**src/design/gn3_pkg.sv**
```systemverilog
// ----------------------------------------------------------------------------
// gn3_pkg: shared types and constants for the 3D gradient noise block
// Fixed-point formats, table geometry, action codes and the payload types
// that travel between the pipeline sections.
// ----------------------------------------------------------------------------
package gn3_pkg;

  localparam int COORD_W         = 32;
  localparam int COORD_FRAC_BITS = 16;
  localparam int GRAD_W          = 16;
  localparam int GRAD_FRAC_BITS  = 14;
  localparam int OUT_W           = 16;
  localparam int OUT_FRAC_BITS   = 14;
  localparam int ENTRY_W         = 8;

  localparam int TABLE_SIZE      = 256;
  localparam int IDX_W           = $clog2(TABLE_SIZE);
  localparam int LATTICE_OFFSET  = 10000;
  localparam int LAT_OFS         = LATTICE_OFFSET % TABLE_SIZE;

  // Fraction (unsigned), signed offset to a corner, smoothstep weight.
  localparam int F_W     = COORD_FRAC_BITS;
  localparam int R_W     = F_W + 1;
  localparam int S_W     = F_W + 1;
  // Gradient times offset, the sum of three of them, and the dot product.
  localparam int PROD_W  = R_W + GRAD_W;
  localparam int SUM_W   = PROD_W + 2;
  localparam int DOT_W   = SUM_W - COORD_FRAC_BITS;
  // Weight times difference inside one interpolation lane.
  localparam int MUL_W   = (S_W + 1) + (DOT_W + 1);
  localparam int SCALE_SHIFT = 1 + GRAD_FRAC_BITS - OUT_FRAC_BITS;

  typedef enum logic [1:0] {
    ACT_EVAL = 2'd0,
    ACT_PERM = 2'd1,
    ACT_GRAD = 2'd2
  } action_t;

  // Gradient: [0] x, [1] y, [2] z.
  typedef logic [2:0][GRAD_W-1:0] grad_t;

  typedef struct packed {
    logic [1:0]               action;
    logic [2:0][COORD_W-1:0]  coord;
    logic [ENTRY_W-1:0]       entry_index;
    logic [ENTRY_W-1:0]       perm_value;
    grad_t                    grad;
  } req_t;

  // Lookup section result: offsets, weights and the eight corner gradients.
  typedef struct packed {
    logic                 eval;
    logic [2:0][F_W-1:0]  frac;
    logic [2:0][S_W-1:0]  weight;
    grad_t [7:0]          grad;
  } lookup_t;

  // Dot product section result.
  typedef struct packed {
    logic                  eval;
    logic [2:0][S_W-1:0]   weight;
    logic [7:0][DOT_W-1:0] dot;
  } corner_t;

endpackage

```
**src/design/gn3_lerp.sv**
```systemverilog
// ----------------------------------------------------------------------------
// gn3_lerp: one level of the trilinear blend
// N lanes of lo + floor(t * (hi - lo) / 2^F): the product is registered in
// the first stage, the shift and add in the second.
// ----------------------------------------------------------------------------
module gn3_lerp #(
  parameter int N      = 4,
  parameter int SIDE_W = 1
) (
  input  logic                                clk,
  input  logic                                rst,
  input  logic                                en,
  input  logic                                in_valid,
  input  logic [gn3_pkg::S_W-1:0]             t,
  input  logic [N-1:0][gn3_pkg::DOT_W-1:0]    lo,
  input  logic [N-1:0][gn3_pkg::DOT_W-1:0]    hi,
  input  logic [SIDE_W-1:0]                   side,
  output logic                                out_valid,
  output logic [SIDE_W-1:0]                   out_side,
  output logic [N-1:0][gn3_pkg::DOT_W-1:0]    out_val
);

  localparam int DW = gn3_pkg::DOT_W;
  localparam int MW = gn3_pkg::MUL_W;
  localparam int CF = gn3_pkg::COORD_FRAC_BITS;
  localparam int HW = MW - CF;

  logic                   m_valid;
  logic [SIDE_W-1:0]      m_side;
  logic [N-1:0][DW-1:0]   m_lo;
  logic [N-1:0][MW-1:0]   m_prod;
  logic                   o_valid;
  logic [SIDE_W-1:0]      o_side;
  logic [N-1:0][DW-1:0]   o_val;

  logic signed [DW:0]     diff [N];
  logic signed [MW-1:0]   prod [N];
  logic signed [HW-1:0]   sum  [N];

  always_comb begin
    for (int i = 0; i < N; i++) begin
      diff[i] = (DW+1)'($signed(hi[i])) - (DW+1)'($signed(lo[i]));
      prod[i] = $signed({1'b0, t}) * diff[i];
      sum[i]  = HW'($signed(m_lo[i])) + $signed(m_prod[i][MW-1:CF]);
    end
  end

  always_ff @(posedge clk) begin
    if (rst) begin
      m_valid <= 1'b0;
      o_valid <= 1'b0;
    end else if (en) begin
      m_valid <= in_valid;
      o_valid <= m_valid;
    end
  end

  always_ff @(posedge clk) begin
    if (en) begin
      m_side <= side;
      o_side <= m_side;
      for (int i = 0; i < N; i++) begin
        m_lo[i]   <= lo[i];
        m_prod[i] <= prod[i];
        o_val[i]  <= sum[i][DW-1:0];
      end
    end
  end

  assign out_valid = o_valid;
  assign out_side  = o_side;
  assign out_val   = o_val;

endmodule

```
**config.mk**
```make
export PLATFORM = sky130hd
export DESIGN_NAME = gn3_lerp
export DESIGN_NICKNAME = d
export VERILOG_FILES = /design/src/design/gn3_pkg.sv /design/src/design/gn3_lerp.sv
export SDC_FILE = /design/constraint.sdc
export NUM_CORES = 2
export LEC_CHECK = 0
export ABC_AREA = 1
export BUFFER_PORTS_ARGS = -buffer_cell sky130_fd_sc_hd__buf_2
export CAP_MARGIN = 25
export CORE_AREA = 8 8 404 406
export CTS_BUF_LIST = sky130_fd_sc_hd__clkbuf_2 sky130_fd_sc_hd__clkbuf_4 sky130_fd_sc_hd__clkbuf_8
export DETAILED_ROUTE_END_ITERATION = 10
export DIE_AREA = 0 0 412 414
export HOLD_SLACK_MARGIN = 0.02
export PLACE_DENSITY = 0.64
export SYNTH_ARGS = -nofsm -noshare
export SYNTH_HDL_FRONTEND = slang
export SYNTH_SLANG_ARGS = --single-unit
```
**constraint.sdc**
```tcl
create_clock -name clk -period 16.1 [get_ports clk]
set_input_delay 1.61 -clock clk [delete_from_list [all_inputs] [get_ports clk]]
set_output_delay 1.61 -clock clk [all_outputs]
set_load 0.01 [all_outputs]
```
==> impl_metrics.ini <==
[synth]
synth_commonest_cells = inv_1, fa_1, nand2_1
ys_types = 59
synth_top_area_share_pct = 40.76
avgSynthCellArea_um2 = 8.309
synth_top_area_cell = fa_1
synth_edf_count = 230
synth_seq_cells = 232
async_flop_share_pct = 0
synth_top_cells_by_area = fa_1, inv_1, edfxtp_1
syn-num-nets = 9419
yosysMostFrequentCell = inv_1
ys_seq_area_share_pct = 11.16
yosysWarnings = 0
synthFlopType = edfxtp_1
syn_inst = 7489
netlist_area_um2 = 62220

[clocking]
cts_tree = done
clk_latency_ns = 0.68
cts_sinks = 232
cts_root_buffer = clkbuf_8
cts_setup_buffers = 0
postCtsResizedCells = 0
numCtsBuffers = 48
clk_path_buf_depth = 3
postCtsHoldBufs = 0
htreeDepth = 2
clk_pin_slew_ns = 0.06

[floorplanning]
die_h_um = 414
die_area_um2 = 170600
io-pin-count = 252
core_um2 = 157100
fp.dieW_um = 412
rows = 146
initial_core_util_pct = 39.61

[global_route]
grt_pass1_wl_um = 285400
grt.total_usage_pct = 21.01
overflow = 0
grt_pass1_vias = 52540
antenna_found_initial = 11
grt_max_degree = 67

[sta]
fin_crit_ns = 9.209
fin_worst_skew_ns = 0.01361
report.final.slew_viol_count = 0
max_freq_ghz = 0.1086
hold_viol = 0
whs_ns = 0.4328
tns_ns = 0
worstMarginPinSlew_ns = 1.048
setup_viol = 0
period_share_pct = 57.20
slew_headroom_pct = 30.12
grt_setup_unrepaired = false

[critical_path]
cp_slowest_cell = fa_1
cp.required_ns = 16.53
rrSetupSlack_ns = 13.32
r2r_cells = 11
r2r-start = m_prod[92]
worst-setup-path-type = input port to flip-flop
startpoint_type = input port
slowest_delay_ns = 0.80
rr_endpoint = out_val[52]
cp.arrival_ns = 9.64
setup.worst_path.end_class = flip-flop
critPathMaxFanout = 9
crit_path_frequent_cell = inv_1

[route]
initialDrtViolationCount = 3478
ant_nets = 0
wl_um = 178600
vias = 49090
wl_per_cell_um = 18.28
drc = 0
drt-pass1-iter-count = 6
vias_per_cell = 5.024

[worst_hold_path]
hold-path-cell-count = 0
holdPathEnd = out_side
min_from = m_side
hp-class = flip-flop to flip-flop

[final_layout]
syn_to_final_growth_pct = 7.263
final_nets = 9586
drive_above_1_share_pct = 6.578

[placed_design]
dp_hpwl_um = 144400
portBuffers = 251
gp_congestion = 0.9457

[outcome]
status = complete, no violations

[job]
cap_viol_max_count = 0
==> state kept, by name (all words and copies together), names as in the netlist <==
name	count
m_side	1
m_lo	76
m_prod	76
m_valid	1
out_val	76
out_valid	1
out_side	1
==> critical path, delay by kind of cell <==
kind / cells / cell delay [ns]
compound gates: 5 / 1.38
fa+ha+maj: 8 / 4.22
buf+inv: 8 / 0.93
simple gates: 9 / 1.48
==> cell families after synthesis <==
| group | count (synthesis) | synth area share, % |
|---|---|---|
| compound gates | 596 | 5.459 |
| flops | 232 | 11.16 |
| xor+xnor | 226 | 3.320 |
| fa+ha+maj | 1756 | 50.60 |
| simple gates | 2469 | 16.08 |
| buf+inv | 2210 | 13.39 |
==> area by class of cell <==
class | count | area (um^2)
inverter | 2019 | 7579
tap | 2072 | 2592
fill | 15590 | 90360
antenna | 7 | 17.52
sequential | 232 | 6947
timing repair buffer | 308 | 1702
clock buffer | 57 | 734.5
multi-input combinational | 5047 | 46950
clock inverter | 29 | 224.0
==> how the worst max path moves through the flow <==
stage               startpoint          end  slack, ns
finish                  lo[15]   m_prod[34]       6.89
global route            lo[15]   m_prod[34]       6.41
CTS                     lo[15]   m_prod[34]       7.06
detailed placement      lo[15]   m_prod[34]       6.33
global placement        lo[15]   m_prod[34]       6.30
floorplan               hi[57]  m_prod[145]       7.84
==> layout by cell type (no fill, tap or decap), drive strengths merged, types with 7 or more instances in the layout <==
cell / count
inv: 1995
fa: 1267
nand2: 1206
nor2: 885
ha: 489
buf: 308
a21oi: 303
edfxtp: 230
nand3: 205
o21ai: 168
xor2: 165
xnor2: 61
or2: 58
clkbuf: 57
nand4: 45
clkinv: 44
nor3: 34
o21bai: 34
a21o: 28
nor4: 19
a31oi: 10
o211ai: 9
o21a: 8
diode: 7
a221oi: 7
nand3b: 7
a21boi: 7
==> layer usage <==
metal,part of all wire [%],up-vias,track usage (%)
met2,48,1742,35.38
met1,42,24480,27.46
li1,-,22490,-
met5,0.036,-,0
met4,3.3,10,6.722
met3,7.4,360,3.733
==> through the flow <==
stage,cell area [um^2],std cells,utilization [%],setup slack (ns)
2_1_floorplan,62220,7489,-,7.839
3_3_place_gp,65770,9678,41.86,6.296
3_5_place_dp,65770,9678,41.86,6.328
4_1_cts,66730,9764,42.47,7.063
5_1_grt,66730,9765,42.48,6.414
6_report,66740,9771,42.48,6.891
Power is not shown: default switching activity piles up to over one toggle a cycle in this logic, so the estimate is an artifact.
